File: config.mk
export PLATFORM = sky130hd
export DESIGN_NAME = chs_sqrt_cell
export DESIGN_NICKNAME = d
export VERILOG_FILES = /design/src/rtl/chs_pkg.sv /design/src/rtl/chs_sqrt_cell.sv
export SDC_FILE = /design/constraint.sdc
export NUM_CORES = 1
export LEC_CHECK = 0
export BUFFER_PORTS_ARGS = -buffer_cell sky130_fd_sc_hd__buf_2
export CAP_MARGIN = 10
export CORE_MARGIN = 5
export CORE_UTILIZATION = 45
export CTS_BUF_LIST = sky130_fd_sc_hd__clkbuf_16
export CTS_CLUSTER_DIAMETER = 30
export DETAILED_ROUTE_END_ITERATION = 12
export HOLD_SLACK_MARGIN = 0.12
export PLACE_DENSITY = 0.86
export SLEW_MARGIN = 20
export SYNTH_ARGS = -nofsm -noshare
export SYNTH_HDL_FRONTEND = slang
export SYNTH_SLANG_ARGS = --single-unit
File: constraint.sdc
create_clock -name clock -period 3.25 [get_ports clock]
set_clock_uncertainty 0.05 [all_clocks]
set_input_delay 0.1625 -clock clock [delete_from_list [all_inputs] [get_ports clock]]
set_output_delay 0.1625 -clock clock [all_outputs]
set_load 0.01 [all_outputs]
File: src/rtl/chs_pkg.sv
// ----------------------------------------------------------------------------
// chs_pkg
// Shared widths, types and the arctangent table of the compass heading block.
// ----------------------------------------------------------------------------
package chs_pkg;

   // Number of rotation cells in each vectoring chain.
   localparam int CORDIC_STAGES = 16;
   localparam int TABLE_LEN     = 24;
   localparam int IDX_W         = $clog2(TABLE_LEN);

   // Raw sample and scaled magnitude widths.
   localparam int IN_W  = 16;
   localparam int MAG_W = 15;

   // Square root: 24 result bits, one bit per cell.
   localparam int SQRT_W = 24;
   localparam int REM_W  = SQRT_W + 2;
   localparam int RAD_W  = 2 * SQRT_W;

   // Vector and angle widths; angles have 2^32 units per full turn.
   localparam int XY_W  = 36;
   localparam int ANG_W = 34;

   typedef logic signed [XY_W-1:0]  xy_type;
   typedef logic signed [ANG_W-1:0] ang_type;
   typedef logic [REM_W-1:0]        rem_type;
   typedef logic [SQRT_W-1:0]       root_type;
   typedef logic [RAD_W-1:0]        rad_type;
   typedef logic [MAG_W-1:0]        mag_type;

   // Side information that follows a sample down the square root chain.
   typedef struct packed {
      mag_type za;
      logic    zz;
      logic    hz;
   } z_side_type;

   // Flags that follow a sample down the polar angle chain.
   typedef struct packed {
      logic zz;
      logic hz;
   } pol_side_type;

   localparam ang_type HALF_TURN    = 34'sd2147483648;
   localparam ang_type QUARTER_TURN = 34'sd1073741824;

   // atan(2^-i), rounded, in 2^32 units per turn.
   localparam ang_type ATAN_TAB [TABLE_LEN] = '{
      34'sd536870912, 34'sd316933406, 34'sd167458907, 34'sd85004756,
      34'sd42667331,  34'sd21354465,  34'sd10679838,  34'sd5340245,
      34'sd2670163,   34'sd1335087,   34'sd667544,    34'sd333772,
      34'sd166886,    34'sd83443,     34'sd41722,     34'sd20861,
      34'sd10430,     34'sd5215,      34'sd2608,      34'sd1304,
      34'sd652,       34'sd326,       34'sd163,       34'sd81
   };

endpackage

File: src/rtl/chs_sqrt_cell.sv
// ----------------------------------------------------------------------------
// chs_sqrt_cell
// One step of a restoring integer square root: takes the top two radicand
// bits, decides one root bit and passes the rest to the next cell.
// ----------------------------------------------------------------------------
module chs_sqrt_cell (
   input  logic               clock,
   input  chs_pkg::rem_type   src_rem,
   input  chs_pkg::root_type  src_root,
   input  chs_pkg::rad_type   src_rad,
   output chs_pkg::rem_type   dst_rem,
   output chs_pkg::root_type  dst_root,
   output chs_pkg::rad_type   dst_rad
);
   import chs_pkg::*;

   rem_type  rem_sh;
   rem_type  trial;
   logic     take;
   rem_type  rem_in, rem_ff;
   root_type root_in, root_ff;
   rad_type  rad_in, rad_ff;

   // The remainder never exceeds twice the partial root, so the dropped top
   // bits are always zero.
   always_comb begin
      rem_sh  = {src_rem[REM_W-3:0], src_rad[RAD_W-1 -: 2]};
      trial   = {src_root, 2'b01};
      take    = (rem_sh >= trial);
      rem_in  = take ? (rem_sh - trial) : rem_sh;
      root_in = {src_root[SQRT_W-2:0], take};
      rad_in  = {src_rad[RAD_W-3:0], 2'b00};
   end

   always_ff @(posedge clock) begin
      rem_ff  <= rem_in;
      root_ff <= root_in;
      rad_ff  <= rad_in;
   end

   assign dst_rem  = rem_ff;
   assign dst_root = root_ff;
   assign dst_rad  = rad_ff;

endmodule

---- Word level (Yosys, flattened, before mapping) ----
Index checks and enable logic that the tools add are counted.
word-level totals
  output and inout port bits .............. 98
  bits of input ports ..................... 99
  logic and storage cells ................. 6
  flip-flop bits (word level) ............. 96
cells by class
  mux-type cells .......................... 1
  magnitude comparators ................... 1
  add/sub/neg operators ................... 1
operator list
  operator              number
  26-bit >= comparator  1
  26-bit two-way mux    1
  26-bit subtractor     1

---- Depth between registers and ports, before layout ----
  depth in word-level cells ............... 2
  mapped depth ............................ 12

---- Least setup slack after synthesis ----
No wires, ideal clock.
  path type ............................... input-to-reg
  start ................................... input src_root[10]
  end ..................................... register rem_ff[24] (netlist: dst_rem[24])
  required time ........................... 3.079 ns
  setup time .............................. 0.121 ns
  path buffers ............................ 2
  setup slack ............................. 0.679 ns
  stages on the path ...................... 11
  arrival time ............................ 2.400 ns
  cells stage by stage .................... inv_1 > ha_1 > buf_2 > nand4_1 > nor4_2 > o311ai_1 > a31oi_1 > o2111ai_1 > a31oi_4 > buf_6 > mux2_2
on the way
  longest elaborated chain between the ends .. 2
  elaborated cells between the ends (all ways) .. 3
  classes of those cells .................. add/sub: 1; order compare: 1; mux: 1
RTL lines
  element                                                           RTL line                                  source
  start: declaration                                                chs_sqrt_cell.sv:9                        input chs_pkg::root_type src_root,
  26-bit subtractor / 26-bit >= comparator (equally long branches)  chs_sqrt_cell.sv:30, chs_sqrt_cell.sv:29
  26-bit two-way mux *                                              chs_sqrt_cell.sv:30                       rem_in = take ? (rem_sh - trial) : rem_sh;
  via rem_in[24]                                                    chs_sqrt_cell.sv:20                       rem_type rem_in, rem_ff;
  end signal: assignment                                            chs_sqrt_cell.sv:36                       rem_ff <= rem_in;
  end: declaration                                                  chs_sqrt_cell.sv:20
Mark *: on every way through the listed nets, which the timed path passes. The rest lies on a longest branch.

---- Worst setup path after layout ----
  start ................................... input src_root[2]
  end ..................................... register rem_ff[21] (netlist: dst_rem[21])
The elaborated chain is that of the path after synthesis.

==> impl_metrics.csv <==
group,metric,value,unit
global_route,gr-total-overflow,0,
synthesis,muxShareOfSynthArea,0.0240,
die,dieArea,0.0102,sq mm
synthesis,ys_ff_latch,96,
route,wl_per_cell,18.5,microns
pwr,power_density,516,mW/mm^2
die,die_h,101,microns
cells_and_area,fin_util,0.743,
synthesis,synth-seq-area-share,0.518,
global_route,grt_max_degree,36,
setup_path,path_buf_inv,3,
setup_path,endpoint_kind,"flop",
setup_path,cpMostUsedCell,"or3_1",
route,maxUsedRoutingLayer,"met4",
synthesis,synthArstFlopShare,0,
place,gp_congestion,0.872,
setup_path,cp.required,3430,ps
die,rows,33,
setup_path,cp_slowest_cell,"dlygate4sd3_1",
cells_and_area,syn2layout_area_growth,63.0,%
clock_network,root_buffer,"clkbuf_16",
synthesis,synthSimpleGateAreaFrac,0.0965,
sta,slew_viol_final,0,
die,die_w,101,microns
synthesis,ys.flop_type,"dfxtp_1",
route,drc,0,
place,dp_cells,651,
cells_and_area,final_cells,764,
cells_and_area,fill_cells,501,
route,wl_met1,4950,microns
place,port_buffers,192,
setup_path,path_class,"in -> reg",
pwr,ir_drop,370,uV
synthesis,synth_edf_count,0,
setup_path,cp.arrival,3350,ps
sta,finalSetupViolCount,0,
die,core_area,0.00813,sq mm
route,routed-wl-met2,7320,microns
place,place_hpwl,8020,microns
global_route,antenna_found_initial,0,
sta,hold_viol,0,
setup_path,crit_family,"compound AO/OA/AOI/OAI gates",
sta,period_share,0.976,
cells_and_area,final_nets,779,
synthesis,synth_cells,362,
clock_network,htree_levels,3,
synthesis,synth_commonest_cells,"dfxtp_1 (96), inv_1 (36), a21oi_1 (34)",
synthesis,synth_cell_types,51,
cells_and_area,num_antenna_cells,0,
route,vias,3959,
clock_network,clockBufferDepth,2,
sta,clock.fmax,0.315,GHz
route,wl_met3,1240,microns
synthesis,synthTopCellsByArea,"dfxtp_1 (52%), ha_1 (8.8%), a21oi_1 (4.6%), inv_1 (3.6%), xnor2_1 (3.5%)",
sta,fin_setup_tns,0,ps
synthesis,syn_area,0.00371,sq mm
route,dr.first_iter.drc_count,153,
sta,period_needed,3170,ps
global_route,grt_usage,0.268,
synthesis,synth_compound_area_frac,0.165,
die,boundaryPins,197,
global_route,first_global_vias,4048,
setup_path,critical_path.max_stage_delay,570,ps
synthesis,yosys_warnings,0,
synthesis,yosysTopAreaCell,"dfxtp_1",
route,totalWireLength,14100,microns
clock_network,cts.clk_slew.worst_paths,70,ps
synthesis,synthAdderAreaFrac,0.0877,
synthesis,yosysTopAreaCellShare,0.518,
clock_network,cts_made_buffers,9,
clock_network,clock-sinks,96,
sta,whs,129,ps
min_path,hp-class,"in -> reg",
setup_path,cp_cell_sequence,"dlygate4sd3_1 > buf_2 > inv_1 > ha_1 > or3_1 > o22ai_2 > o32ai_2 > o41ai_2 > o2111ai_2 > nor3b_1 > or3_1 > a31o_2",
pwr,power_leakage,0.00299,uW
synthesis,synth.avg_cell_area,10.2,sq um
run,drv_cap,0,
route,ant_nets,0,
run_status,status,"completed",
die,initial_core_util,0.456,
synthesis,synth_most_common_cell,"dfxtp_1",
setup_path,cp-start-kind,"primary input",
clock_network,cts_tree,"yes",
cells_and_area,layout-drive-gt1-share,0.366,
synthesis,synth_xor_area_frac,0.0496,
route,vias_per_cell,5.18,
setup_path,cp_max_fo,5,
route,drt_first_pass_iters,5,
global_route,grt_pass1_wl,21000,microns
synthesis,synth_top_family_by_area,"compound AO/OA/AOI/OAI gates",
-- repair_timing --
item	4_1_cts	5_1_grt
hold buffers	94	0
buffers inserted	0	3
endpoints found under the setup margin	0	14
endpoints found under the hold margin	94	0
resized for setup	0	6
-- power breakdown --
| group | total, uW | switching, uW | internal (uW) |
|---|---|---|---|
| clock network | 1060 | 519 | 538 |
| registers | 1320 | 34.5 | 1280 |
| logic | 743 | 382 | 360 |
| total | 3120 | 936 | 2180 |
-- layout make-up --
class,count,area [sq um],share of cell area
clock buffer,9,225,0.0373
clock inverter,7,61.3,0.0101
inverter,36,135,0.0224
multi-input combinational,218,1600,0.265
sequential,96,1920,0.318
tap,105,131,0.0217
timing repair buffer,293,1970,0.326
-- through the flow --
step	total power, uW	setup WS, ps	area [sq um]
4_1_cts	3060	48.2	5990
3_5_place_dp	1940	284	4770
6_report	3120	79.4	6040
5_1_grt	3240	-20.3	6040
3_3_place_gp	1920	315	4770
2_1_floorplan	1710	679	3710
-- layer usage --
metal | GRT usage | up-vias
met5 | 0 | -
met4 | 0.112 | 0
met3 | 0.0720 | 53
met2 | 0.494 | 239
met1 | 0.285 | 1843
li1 | - | 1824
-- state kept, by name, summed over array words and instances, names as in the netlist --
register	count
dst_rad	46
dst_rem	26
dst_root	24
-- final timing paths --
kind | end | slack [ps] | cells after the start | startpoint
worst max-delay path | dst_rem[21]$_DFF_P_ | 80 | 12 | src_root[2]
worst min-delay path | dst_rem[21]$_DFF_P_ | 130 | 4 | src_rem[19]
-- cell families (layout without fill, tap and decap cells) --
logic type,Yosys count,after routing
compound gates,90,90
xor+xnor,21,21
fa+ha+maj,26,26
buf+inv,49,345
flops,96,96
mux,8,8
other cells,1,2
simple gates,71,71
-- worst min-delay path: stages --
cell and delay, ps:
buf_2 100, inv_1 40, nor2_1 90, a31o_2 100
-- placed cells by master, fill, tap and decap left out, types with 2 or more instances in the layout --
cell type      Yosys  final
ha_1              26     22
nor3b_1            2      2
inv_6              0      3
nor3_1             2      2
and3_1             3      3
or3_1              2      2
a31oi_1           10      9
buf_4              5      6
inv_8              0      2
buf_2              2    192
a21oi_1           34     34
nand4_1            5      5
ha_2               0      4
xor2_1             6      6
dfxtp_1           96     96
conb_1             1      2
a21boi_0           2      2
o21bai_1           2      2
clkbuf_16          0      9
xnor2_1           15     15
o21a_1             3      3
a211oi_1           3      3
nand2_1            7      7
o21ai_0           10     10
mux2_2             7      7
nor2b_1            4      4
and2_1             2      2
a21o_1            11     11
dlygate4sd3_1      0     94
nand3_1            7      7
nor2_1            29     29
inv_1             36     36
or2_2              4      4
(Power assumes the default switching activity.)
