==> src/rtl/chs_pkg.sv <==
// ----------------------------------------------------------------------------
// chs_pkg
// Shared widths, types and the arctangent table of the compass heading block.
// ----------------------------------------------------------------------------
package chs_pkg;

   // Number of rotation cells in each vectoring chain.
   localparam int CORDIC_STAGES = 16;
   localparam int TABLE_LEN     = 24;
   localparam int IDX_W         = $clog2(TABLE_LEN);

   // Raw sample and scaled magnitude widths.
   localparam int IN_W  = 16;
   localparam int MAG_W = 15;

   // Square root: 24 result bits, one bit per cell.
   localparam int SQRT_W = 24;
   localparam int REM_W  = SQRT_W + 2;
   localparam int RAD_W  = 2 * SQRT_W;

   // Vector and angle widths; angles have 2^32 units per full turn.
   localparam int XY_W  = 36;
   localparam int ANG_W = 34;

   typedef logic signed [XY_W-1:0]  xy_type;
   typedef logic signed [ANG_W-1:0] ang_type;
   typedef logic [REM_W-1:0]        rem_type;
   typedef logic [SQRT_W-1:0]       root_type;
   typedef logic [RAD_W-1:0]        rad_type;
   typedef logic [MAG_W-1:0]        mag_type;

   // Side information that follows a sample down the square root chain.
   typedef struct packed {
      mag_type za;
      logic    zz;
      logic    hz;
   } z_side_type;

   // Flags that follow a sample down the polar angle chain.
   typedef struct packed {
      logic zz;
      logic hz;
   } pol_side_type;

   localparam ang_type HALF_TURN    = 34'sd2147483648;
   localparam ang_type QUARTER_TURN = 34'sd1073741824;

   // atan(2^-i), rounded, in 2^32 units per turn.
   localparam ang_type ATAN_TAB [TABLE_LEN] = '{
      34'sd536870912, 34'sd316933406, 34'sd167458907, 34'sd85004756,
      34'sd42667331,  34'sd21354465,  34'sd10679838,  34'sd5340245,
      34'sd2670163,   34'sd1335087,   34'sd667544,    34'sd333772,
      34'sd166886,    34'sd83443,     34'sd41722,     34'sd20861,
      34'sd10430,     34'sd5215,      34'sd2608,      34'sd1304,
      34'sd652,       34'sd326,       34'sd163,       34'sd81
   };

endpackage

==> src/rtl/chs_cordic_cell.sv <==
// ----------------------------------------------------------------------------
// chs_cordic_cell
// One vectoring CORDIC rotation: drives y toward zero and accumulates the
// angle turned, with floor shifts by the cell's position in the chain.
// ----------------------------------------------------------------------------
module chs_cordic_cell (
   input  logic                      clock,
   input  logic [chs_pkg::IDX_W-1:0] stage_idx,
   input  chs_pkg::xy_type           src_x,
   input  chs_pkg::xy_type           src_y,
   input  chs_pkg::ang_type          src_ang,
   output chs_pkg::xy_type           dst_x,
   output chs_pkg::xy_type           dst_y,
   output chs_pkg::ang_type          dst_ang
);
   import chs_pkg::*;

   xy_type  dx;
   xy_type  dy;
   xy_type  x_in, x_ff;
   xy_type  y_in, y_ff;
   ang_type ang_in, ang_ff;

   always_comb begin
      dx = src_y >>> stage_idx;
      dy = src_x >>> stage_idx;
      if (!src_y[XY_W-1]) begin
         x_in   = src_x + dx;
         y_in   = src_y - dy;
         ang_in = src_ang + ATAN_TAB[stage_idx];
      end else begin
         x_in   = src_x - dx;
         y_in   = src_y + dy;
         ang_in = src_ang - ATAN_TAB[stage_idx];
      end
   end

   always_ff @(posedge clock) begin
      x_ff   <= x_in;
      y_ff   <= y_in;
      ang_ff <= ang_in;
   end

   assign dst_x   = x_ff;
   assign dst_y   = y_ff;
   assign dst_ang = ang_ff;

endmodule

==> config.mk <==
export PLATFORM = sky130hd
export DESIGN_NAME = chs_cordic_cell
export DESIGN_NICKNAME = d
export VERILOG_FILES = /design/src/rtl/chs_pkg.sv /design/src/rtl/chs_cordic_cell.sv
export SDC_FILE = /design/constraint.sdc
export NUM_CORES = 1
export LEC_CHECK = 0
export BUFFER_PORTS_ARGS = -buffer_cell sky130_fd_sc_hd__buf_4
export CORE_MARGIN = 2
export CORE_UTILIZATION = 54
export CTS_CLUSTER_SIZE = 10
export DETAILED_ROUTE_END_ITERATION = 10
export PLACE_DENSITY = 0.79
export SYNTH_ARGS = -nofsm -noshare
export SYNTH_HDL_FRONTEND = slang
export SYNTH_SLANG_ARGS = --single-unit
==> constraint.sdc <==
create_clock -name clock -period 7.6 [get_ports clock]
set_clock_uncertainty 0.1 [all_clocks]
set_input_delay 1.14 -clock clock [delete_from_list [all_inputs] [get_ports clock]]
set_output_delay 1.14 -clock clock [all_outputs]
set_load 0.01 [all_outputs]
# After elaboration in Yosys (flattened, before gate mapping)
# Memory sizes are Yosys's and may differ from the RTL's.
# Cells that the tools add are included.
[totals]
output_inout_bits = 106
wordCells = 19
in_bits = 112
mem_count = 1
romBits = 1088
reg_bits = 106
[op_classes]
mux = 5
n_addsub = 6
shifts = 2
bitwise = 1
order_cmp = 1
[mem_list]
columns = ["memory", "depth", "width", "read_ports", "rd_clocked_by_memory_dff", "write_ports", "line_no", "text"]
rows = [
  ["(no name shown)", 32, 34, 1, 0, 0, "chs_cordic_cell.sv:34", "ang_in = src_ang - ATAN_TAB[stage_idx];"],
]
[op_table]
columns = ["operator", "count"]
rows = [
  ["$mux 34", 3],
  ["$add 36x36->36", 2],
  ["$mux 36", 2],
  ["$sshr 36x5->36", 2],
  ["$sub 36x36->36", 2],
  ["$add 34x34->34", 1],
  ["$sub 34x34->34", 1],
  ["$ge 6x6->1 const B", 1],
  ["$not 5->6", 1],
]

# Logic depth before layout (Yosys ltp)
# Gate-level depths: netlist (run 1).
[logic_depth]
depth_word = 6
ltp_mapped = 32
mapped_depth_nobuf = 25

# Worst setup path after synthesis (run 1)
# No wires, ideal clock.
[synth_path]
path_type = "input port to flip-flop"
from = "input stage_idx[0] (netlist name)"
to = "register ang_ff[32] (netlist: dst_ang[32])"
required_ns = 7.378
setup_time_ns = 0.122
stages = 28
t_arrival_ns = 7.490
path_slack_ns = -0.112
n_path_buf = 7
path_cell_list = "buf_6 > buf_12 > buf_4 > buf_4 > buf_4 > buf_2 > buf_2 > inv_1 > ha_1 > or2_2 > a21boi_0 > mux4_2 > inv_1 > and3_1 > nor3b_1 > nor4b_1 > nor2_1 > xnor2_1 > ha_1 > and2_1 > a2111oi_0 > nand2_1 > o22ai_1 > a21oi_1 > a221oi_1 > nor3_1 > o41a_1 > a311o_1"
[synth_between]
elab_chain_cells = 6
word_cells_on_any_way = 7
cone_classes = "2 x add/sub; 3 x mux; 1 x bitwise; 1 x memory"
[synth_rtl]
columns = ["item", "line_no", "text"]
rows = [
  ["from (decl)", "chs_cordic_cell.sv:8", "input logic [chs_pkg::IDX_W-1:0] stage_idx,"],
  ["$not 5->6 (not written as such) *", "chs_cordic_cell.sv:30, chs_cordic_cell.sv:34", ""],
  ["$mem_v2 32x34 *", "--", ""],
  ["$mux 34 (not written as such) * (2 in a row)", "chs_cordic_cell.sv:34", ""],
  ["$add 34x34->34 / $sub 34x34->34 (equally long branches)", "chs_cordic_cell.sv:30, chs_cordic_cell.sv:34", ""],
  ["$mux 34 *", "chs_cordic_cell.sv:27", "if (!src_y[XY_W-1]) begin"],
  ["via ang_in[32]", "chs_cordic_cell.sv:22", "ang_type ang_in, ang_ff;"],
  ["to (signal assigned)", "chs_cordic_cell.sv:41", "ang_ff <= ang_in;"],
  ["to (decl)", "chs_cordic_cell.sv:22", ""],
]
# Mark *: on every way through the listed nets, which the timed path passes. The rest lies on a longest branch. The select of a mux whose other input is x is not followed.

# Worst setup path in the final report (run 1)
[layout_path]
from = "input stage_idx[0] (netlist name)"
to = "register y_ff[35] (netlist: dst_y[35])"
[layout_between]
elab_chain_cells = 3
word_cells_on_any_way = 4
cone_classes = "2 x add/sub; 1 x shift; 1 x mux"
[layout_rtl]
columns = ["item", "line_no", "text"]
rows = [
  ["$sshr 36x5->36 *", "chs_cordic_cell.sv:26", "dy = src_x >>> stage_idx;"],
  ["$sub 36x36->36 / $add 36x36->36 (equally long branches)", "chs_cordic_cell.sv:29, chs_cordic_cell.sv:33", ""],
  ["$mux 36 *", "chs_cordic_cell.sv:27", ""],
  ["via y_in[35]", "chs_cordic_cell.sv:21", "xy_type y_in, y_ff;"],
  ["to (signal assigned)", "chs_cordic_cell.sv:40", "y_ff <= y_in;"],
  ["to (decl)", "chs_cordic_cell.sv:21", ""],
]
# Mark *: on every way through the listed nets, which the timed path passes. The rest lies on a longest branch.

==> results.rst, run 1 <==
.. list-table::
   :header-rows: 1

   * - Metric
     - Value
   * - Result of the run
     - finished, final reports clean
   * - Commonest non-fill, non-tap cells in the layout
     - sky130_fd_sc_hd__buf_4 (285), sky130_fd_sc_hd__nand2_1 (172), sky130_fd_sc_hd__a21oi_1 (160)
   * - Net count of the finished layout
     - 2291
   * - Number of port buffers
     - 217
   * - # clock sinks
     - 106
   * - Floorplan die height
     - 173.3 µm
   * - Post-synth ARST share
     - 0%
   * - Post-place setup slack
     - 0.2098 ns
   * - Antenna-violating nets left
     - 0
   * - Buffer type at the clock tree root
     - sky130_fd_sc_hd__clkbuf_16
   * - Routed vias/inst
     - 6.785
   * - Sw Share
     - 41.69%
   * - Cell class contributing the biggest share of worst-path delay
     - compound AO/OA/AOI/OAI gates
   * - Total clock buffers created by CTS
     - 9
   * - Initial antenna violation count
     - 1
   * - Biggest cell delay along the critical path
     - 0.58 ns
   * - Most used DFF post-synth
     - sky130_fd_sc_hd__dfxtp_1
   * - Hold WC Path Type
     - input port to flip-flop
   * - Dpl hpwl
     - 44330 µm
   * - Post-CTS Hold Buffers
     - 0
   * - Cell row count
     - 61
   * - Number of pins with negative max-slew slack in the final report
     - 0
   * - Fraction of the cycle the final worst path needs
     - 92.39%
   * - Buffer depth of the longest clock path
     - 2
   * - Post-CTS Setup Repair Bufs
     - 0
   * - Buffering stage count on the worst path with inverters included
     - 4
   * - Area share of and/or/nand/nor cells after synthesis
     - 16.70%
   * - Synth Area in XOR/XNOR
     - 9.787%
   * - Number of maximum-capacitance violations
     - 0
   * - Post-Route WL
     - 57230 µm
   * - Area growth from synthesis to layout
     - 16.17%
   * - Arrival @ worst endpoint
     - between 7 and 8 ns
   * - Mux cell area share after synthesis
     - 21.67%
   * - Count of synthesis-stage warnings from yosys
     - 0
   * - Count of antenna diodes in the layout
     - 0
   * - Flip-flop and latch count after synthesis
     - 106
   * - 1st-iter DRT viols
     - 1976
   * - Synthesized area per cell
     - 8.262 µm²
   * - Overflow left after global routing
     - 0
   * - Number of fill cells
     - 2442
   * - Share of the synthesized area in compound gates (AO/OA/AOI/OAI)
     - roughly a quarter
   * - Global placement routability congestion
     - 1.058
   * - Clock tree from TritonCTS
     - yes
   * - DRC violations left
     - 0
   * - Worst supply voltage drop on vdd
     - 0.0001661 V
   * - Number of distinct standard cells referenced by the synthesized netlist
     - a little over 80
   * - Total Neg Setup Slack
     - 0 ns
   * - Setup-failing EPs final
     - 0
   * - Cell internal pwr
     - 2060 µW
   * - Worst setup EP type
     - flip-flop
   * - Sequential share of the synthesized area
     - 13.71%
   * - Wire length of the first global-routing pass
     - 88140 µm
   * - Post-synthesis adder-cell area fraction
     - 9.682%
   * - Floorplan core area
     - 28010 µm²
   * - Setup slack of the critical path after layout
     - 0.5784 ns
   * - Cell seen most often among critical-path stages
     - sky130_fd_sc_hd__o21ai_0
   * - Crit-path cells
     - buf_6, buf_12, buf_4, mux4_2, a32oi_1, o21a_1, o221ai_1, inv_1, ha_1, nand4_1, nor2_1, nor2_1, xnor2_1, ha_1, a2111oi_0, o21ai_0, a31oi_1, o31ai_1, and4_1, a211oi_1, o21ai_0, a41oi_1, o21ai_0, xnor2_1
   * - Timing-limited maximum frequency
     - roughly 0.14 GHz
   * - Final Hold Viols
     - 0
   * - Vias in the first global route
     - 15.90k
   * - IO Count
     - 218
   * - Synthesized netlist net count
     - 2104
   * - Post-layout total power
     - between 3000 and 4000 µW
   * - Switching component of the power
     - 1473 µW
   * - Total routing usage reported by global routing
     - 36.93%
   * - Gates resized, CTS repair
     - 0
   * - Cell area after technology mapping
     - between 15000 and 20000 µm²
   * - Leakage
     - 0.007592 µW
   * - Slowest CP cell
     - sky130_fd_sc_hd__mux4_2
   * - Number of instances in the synthesized netlist
     - ~1.9k
   * - Share of total power in combinational logic
     - 61.7%
   * - Tightest Pin Transition
     - roughly 1 ns
   * - Minimum clock period
     - around 7 ns
   * - Starting density of the core
     - ~55%
   * - Fraction of layout cells with a size suffix above 1
     - 21.94%
   * - Maximum number of pins on one net before global-route repair
     - 67
   * - Power density over the cells
     - 196.4 nW/µm²
   * - Die Footprint
     - 30040 µm²
   * - Kind of critical path
     - input port to flip-flop
   * - Max FO, Critical Path
     - 33
   * - Largest family of logic cells by synthesized area
     - compound AO/OA/AOI/OAI gates
   * - Initial DRT Pass Iterations
     - 7
   * - Most frequent standard cell in the layout excluding fill and tap cells
     - sky130_fd_sc_hd__buf_4
   * - Required time at the worst-slack endpoint
     - 7.76 ns
   * - Width of the chip
     - 173.3 µm
   * - Setup repair after global routing missed its margin
     - false
   * - Hold slack final
     - approximately 0.91 ns
   * - Part of the total power dissipated in the clock network
     - 14.1%
   * - Clock transition at the registers of the reported paths
     - 0.08 ns
   * - Routed wirelength normalized by instance count
     - 23.43 µm
   * - Number of enable flip-flop cells after synthesis
     - 0
   * - Total number of vias
     - 16.58k
   * - Normalized max-slew margin
     - around a third
   * - Type of element launching the critical path
     - input port
   * - H-Tree Level Count
     - 3
   * - Sequential group share of total power
     - approximately a quarter
-- metrics by stage --
| step | cells | util [%] | area (µm²) |
|---|---|---|---|
| 2_1_floorplan | 1874 | - | 15490 |
| 3_3_place_gp | 2428 | 63.13 | 17680 |
| 3_5_place_dp | 2428 | 63.13 | 17680 |
| 4_1_cts | 2443 | 64.21 | 17990 |
| 5_1_grt | 2443 | 64.21 | 17990 |
| 6_report | 2443 | 64.21 | 17990 |
-- logic make-up after synthesis --
family                     Yosys count
AOI/OAI and AO/OA                  555
adders and majority gates          118
muxes                              202
and+or+nand+nor                    548
DFF                                106
buffers and inverters              172
xor gates and xnor gates           173
-- synth_stat cells, drive strengths merged (6+ instances only) --
cell | instances | area [µm²]
a221oi | 15 | 131.4
nor2 | 159 | 596.8
o21ai | 95 | 475.5
and3 | 9 | 56.30
o31a | 6 | 52.55
dfxtp | 106 | 2122
nand3 | 33 | 165.2
a32oi | 12 | 105.1
ha | 115 | 1439
a21o | 38 | 285.3
nand3b | 7 | 52.55
or2 | 11 | 68.82
mux4 | 101 | 2308
o21a | 26 | 195.2
nor3 | 41 | 216.5
clkbuf | 66 | 252.7
mux2 | 28 | 315.3
buf | 49 | 279.0
xnor2 | 120 | 1051
nand2 | 172 | 645.6
o21bai | 12 | 90.09
and2 | 15 | 93.84
mux2i | 73 | 730.7
nor4 | 9 | 56.30
nand2b | 24 | 150.1
inv | 56 | 210.2
o211ai | 19 | 142.6
nand4 | 11 | 68.82
nor2b | 26 | 162.7
a21oi | 160 | 800.8
nor3b | 6 | 45.04
o31ai | 8 | 60.06
a22oi | 12 | 90.09
o2bb2ai | 6 | 52.55
a2111oi | 6 | 71.32
xor2 | 53 | 464.2
o311ai | 6 | 52.55
a211oi | 27 | 202.7
a31oi | 30 | 187.7
o22ai | 13 | 81.33
a211o | 10 | 87.58
-- power by group through the flow --
stage / Combinational [µW] / Clock (µW) / Sequential [µW]
2_1_floorplan: 1210 / 0 / 985
4_1_cts: 2150 / 511 / 857
3_3_place_gp: 2110 / 0 / 861
3_5_place_dp: 2130 / 0 / 864
6_report: 2180 / 499 / 854
5_1_grt: 2340 / 532 / 876
-- sequential cells by signal, summed over array words and instances, names as in the netlist --
name     flops
dst_x       36
dst_y       36
dst_ang     34
-- path summary, 6_finish.rpt --
kind                                 to  cells after the start          from  slack [ns]
worst max-delay path  dst_y[35]$_DFF_P_                     24  stage_idx[0]        0.58
worst min-delay path   dst_y[0]$_DFF_P_                      2      src_y[0]        0.91
-- final cells by class --
type / count / area (µm²) / share of cell area (%)
flip-flops and latches: 106 / 2122 / 11.80
repair buffers: 291 / 2251 / 12.51
multi-input cells: 1596 / 12620 / 70.18
clock buffers: 12 / 256.5 / 1.426
well taps: 378 / 473.0 / 2.630
inverters: 57 / 214.0 / 1.190
clock inverters: 3 / 47.55 / 0.2643
-- metal layers --
layer	wire length [µm]	track usage, %	share of wire (%)	vias to the layer above
met4	3499	20.87	6.1	0
met3	6738	8.750	12	240
li1	-	-	-	7456
met1	21950	47.18	38	7726
met2	25050	57.33	44	1153
met5	0	0	0	-
(Power assumes the default switching activity.)
==> run 2: changes to the inputs <==
Settings changed: CORE_MARGIN 2 to 5, CORE_UTILIZATION 54 to 45, PLACE_DENSITY 0.79 to 0.68.
==> run 2 against run 1 <==
Against the previous run: global-route usage shrank 7.0 points; sequential share of layout area decreased by 0.15 points; final cell count up 3.8%; sequential cell count unchanged; critical endpoint unchanged; largest cell class unchanged.
==> results.rst, run 2 (same netlist as run 1, synthesis figures left out) <==
.. list-table::
   :header-rows: 1

   * - Metric
     - Value
   * - Result of the run
     - finished, final reports clean
   * - Power density over the cells
     - 197.0 nW/µm² (+0.29%)
   * - IO Count
     - 218 (unchanged)
   * - Overflow left after global routing
     - 0 (unchanged)
   * - Worst supply voltage drop on vdd
     - 0.0001485 V (-11%)
   * - Initial antenna violation count
     - 0 (-1)
   * - GRT met1 Usage
     - 39.73% (-7.4 points)
   * - Wire length of the first global-routing pass
     - 91500 µm (+3.8%)
   * - Number of maximum-capacitance violations
     - 0 (unchanged)
   * - Critical Path Sink
     - dst_y[35]$_DFF_P_
   * - Routing layer with the top usage in global route
     - met2
   * - Normalized max-slew margin
     - 46.80% (+13 points)
   * - Number of pins with negative max-slew slack in the final report
     - 0 (unchanged)
   * - Biggest cell delay along the critical path
     - 0.52 ns (-0.06 ns)
   * - Placement Cell Area
     - 17870 µm² (+1.1%)
   * - Starting density of the core
     - 45.15% (-10 points)
   * - # clock sinks
     - 106 (unchanged)
   * - DRC violations left
     - 0 (unchanged)
   * - Cell internal pwr
     - 2098 µW (+1.9%)
   * - Required time at the worst-slack endpoint
     - 7.77 ns (about the same)
   * - 1st-iter DRT viols
     - 1587 (-20%)
   * - Share of total power in combinational logic
     - 61.2% (-0.5 points)
   * - Final Hold Viols
     - 0 (unchanged)
   * - Fraction of layout cells with a size suffix above 1
     - 22.63% (+0.70 points)
   * - Sw Share
     - 41.51% (-0.19 points)
   * - Antenna-violating nets left
     - 0 (unchanged)
   * - Routed wirelength normalized by instance count
     - 23.49 µm (+0.28%)
   * - Launch point of the critical path
     - stage_idx[0]
   * - Arrival @ worst endpoint
     - 7.14 ns (-0.04 ns)
   * - Total routing usage reported by global routing
     - 29.92% (-7.0 points)
   * - Part of the total power dissipated in the clock network
     - 14.9% (+0.8 points)
   * - Worst setup EP type
     - flip-flop
   * - Total number of cells along the worst setup path
     - 23 (-4.2%)
   * - Floorplan core area
     - 34290 µm² (+22%)
   * - Type of element launching the critical path
     - input port
   * - Sequential group share of total power
     - 23.9% (-0.3 points)
   * - Most frequent standard cell in the layout excluding fill and tap cells
     - sky130_fd_sc_hd__buf_4
   * - Buffer depth of the longest clock path
     - 2 (unchanged)
   * - Clock transition at the registers of the reported paths
     - 0.08 ns (about the same)
   * - Cell seen most often among critical-path stages
     - sky130_fd_sc_hd__o21ai_0
   * - Buffer type at the clock tree root
     - sky130_fd_sc_hd__clkbuf_16
   * - H-Tree Level Count
     - 3 (unchanged)
   * - Dpl hpwl
     - 46880 µm (+5.8%)
   * - Count of antenna diodes in the layout
     - 0 (unchanged)
   * - Fraction of the cycle the final worst path needs
     - 91.70% (-0.69 points)
   * - Maximum number of pins on one net before global-route repair
     - 59 (-12%)
   * - Post-Route WL
     - 59580 µm (+4.1%)
   * - Kind of critical path
     - input port to flip-flop
   * - Crit-path cells
     - buf_8, buf_4, mux2_2, mux4_2, o2bb2ai_1, a221o_1, a2111oi_0, nand2_1, nor2_1, and3_1, a21oi_1, xor2_1, ha_1, o21ai_0, o21ai_0, a221oi_1, o31ai_1, and4_1, a211oi_1, o21ai_0, a41oi_1, o21ai_0, xnor2_1
   * - Global placement routability congestion
     - 1.002 (-5.3%)
   * - Net count of the finished layout
     - 2307 (+0.70%)
   * - Timing-limited maximum frequency
     - 0.1435 GHz (+0.75%)
   * - Setup-failing EPs final
     - 0 (unchanged)
   * - Total number of vias
     - 16.28k (-1.8%)
   * - Minimum clock period
     - 6.969 ns (-0.05243 ns)
   * - Hold WC Path Type
     - input port to flip-flop
   * - Vias in the first global route
     - 15.74k (-1.0%)
   * - Number of port buffers
     - 217 (unchanged)
   * - Floorplan die height
     - 195.5 µm (+13%)
   * - Cell class contributing the biggest share of worst-path delay
     - compound AO/OA/AOI/OAI gates
   * - Total Neg Setup Slack
     - 0 ns (unchanged)
   * - Switching component of the power
     - 1489 µW (+1.1%)
   * - Max FO, Critical Path
     - 43 (+30%)
   * - Commonest non-fill, non-tap cells in the layout
     - sky130_fd_sc_hd__buf_4 (303), sky130_fd_sc_hd__nand2_1 (172), sky130_fd_sc_hd__a21oi_1 (160)
   * - Setup repair after global routing missed its margin
     - false
   * - Die Footprint
     - 38210 µm² (+27%)
   * - Area growth from synthesis to layout
     - 17.62%
   * - Initial DRT Pass Iterations
     - 6 (-1)
   * - Slowest CP cell
     - sky130_fd_sc_hd__mux4_2
   * - GR met3 Demand/Resource
     - 6.263% (-2.5 points)
   * - Buffering stage count on the worst path with inverters included
     - 2 (-2)
   * - Fin area
     - 18210 µm² (+1.2%)
   * - Total clock buffers created by CTS
     - 9 (unchanged)
   * - Tightest Pin Transition
     - 0.7963 ns (-0.1933 ns)
   * - Width of the chip
     - 195.5 µm (+13%)
   * - Leakage
     - 0.007676 µW (+1.1%)
   * - Clock tree from TritonCTS
     - yes
   * - Routed vias/inst
     - 6.420 (-5.4%)
   * - Cell row count
     - 68 (+11%)
   * - GRT met2 Usage
     - 48.05% (-9.3 points)
run 2: cell count changes in the layout (fill, tap and decap cells not counted), sizes merged:
cell    change
buf        +16
bufinv      +1
clkbuf      -1
run 2: repair_timing:
item / in CTS / in global routing
hold buffers: 0 / 0
gates resized for setup: 0 / 3
endpoints found under the setup margin: 0 / 1
buffers inserted: 0 / 0
run 2: cell type report:
type,count,area [µm²]
tap,455,569.3
clock inverter,4,73.82
inverter,57,214.0
multi-input combinational,1596,12630
fill,3306,16080
sequential,106,2122
clock buffer,11,252.7
timing repair buffer,307,2350
run 2: layer usage:
metal | wire length [µm] | share of wire, %
met1 | 25030 | 42
met2 | 27440 | 46
met3 | 4900 | 8.2
met4 | 2213 | 3.7
met5 | 0 | 0
run 2: how the worst min path moves through the flow:
stage	startpoint	end	slack, ns	cells past startpoint
2_1_floorplan	src_y[0]	dst_y[0]$_DFF_P_	1.17	1
3_3_place_gp	src_y[0]	dst_y[0]$_DFF_P_	1.28	2
3_5_place_dp	src_y[0]	dst_y[0]$_DFF_P_	1.29	2
4_1_cts	src_y[0]	dst_y[0]$_DFF_P_	0.87	2
5_1_grt	src_y[0]	dst_y[0]$_DFF_P_	0.89	2
6_report	src_y[0]	dst_y[0]$_DFF_P_	0.88	2
run 2: power by group through the flow:
stage	logic, µW	clock network [µW]	registers (µW)
2_1_floorplan	1210	0	985
3_3_place_gp	2150	0	866
3_5_place_dp	2160	0	868
4_1_cts	2180	551	862
5_1_grt	2370	570	881
6_report	2200	533	858
run 2: metrics by stage:
stage / total power [µW] / hold WS (ns) / setup WS, ns / instances / utilization, %
global placement: 3016 / 1.281 / 0.2356 / 2521 / 52.13
floorplan: 2194 / 1.170 / 0.01697 / 1874 / -
finish: 3587 / 0.8803 / 0.6309 / 2536 / 53.11
CTS: 3591 / 0.8736 / 0.5890 / 2536 / 53.08
global route: 3826 / 0.8894 / 0.05427 / 2536 / 53.11
detailed placement: 3032 / 1.289 / 0.2085 / 2521 / 52.13
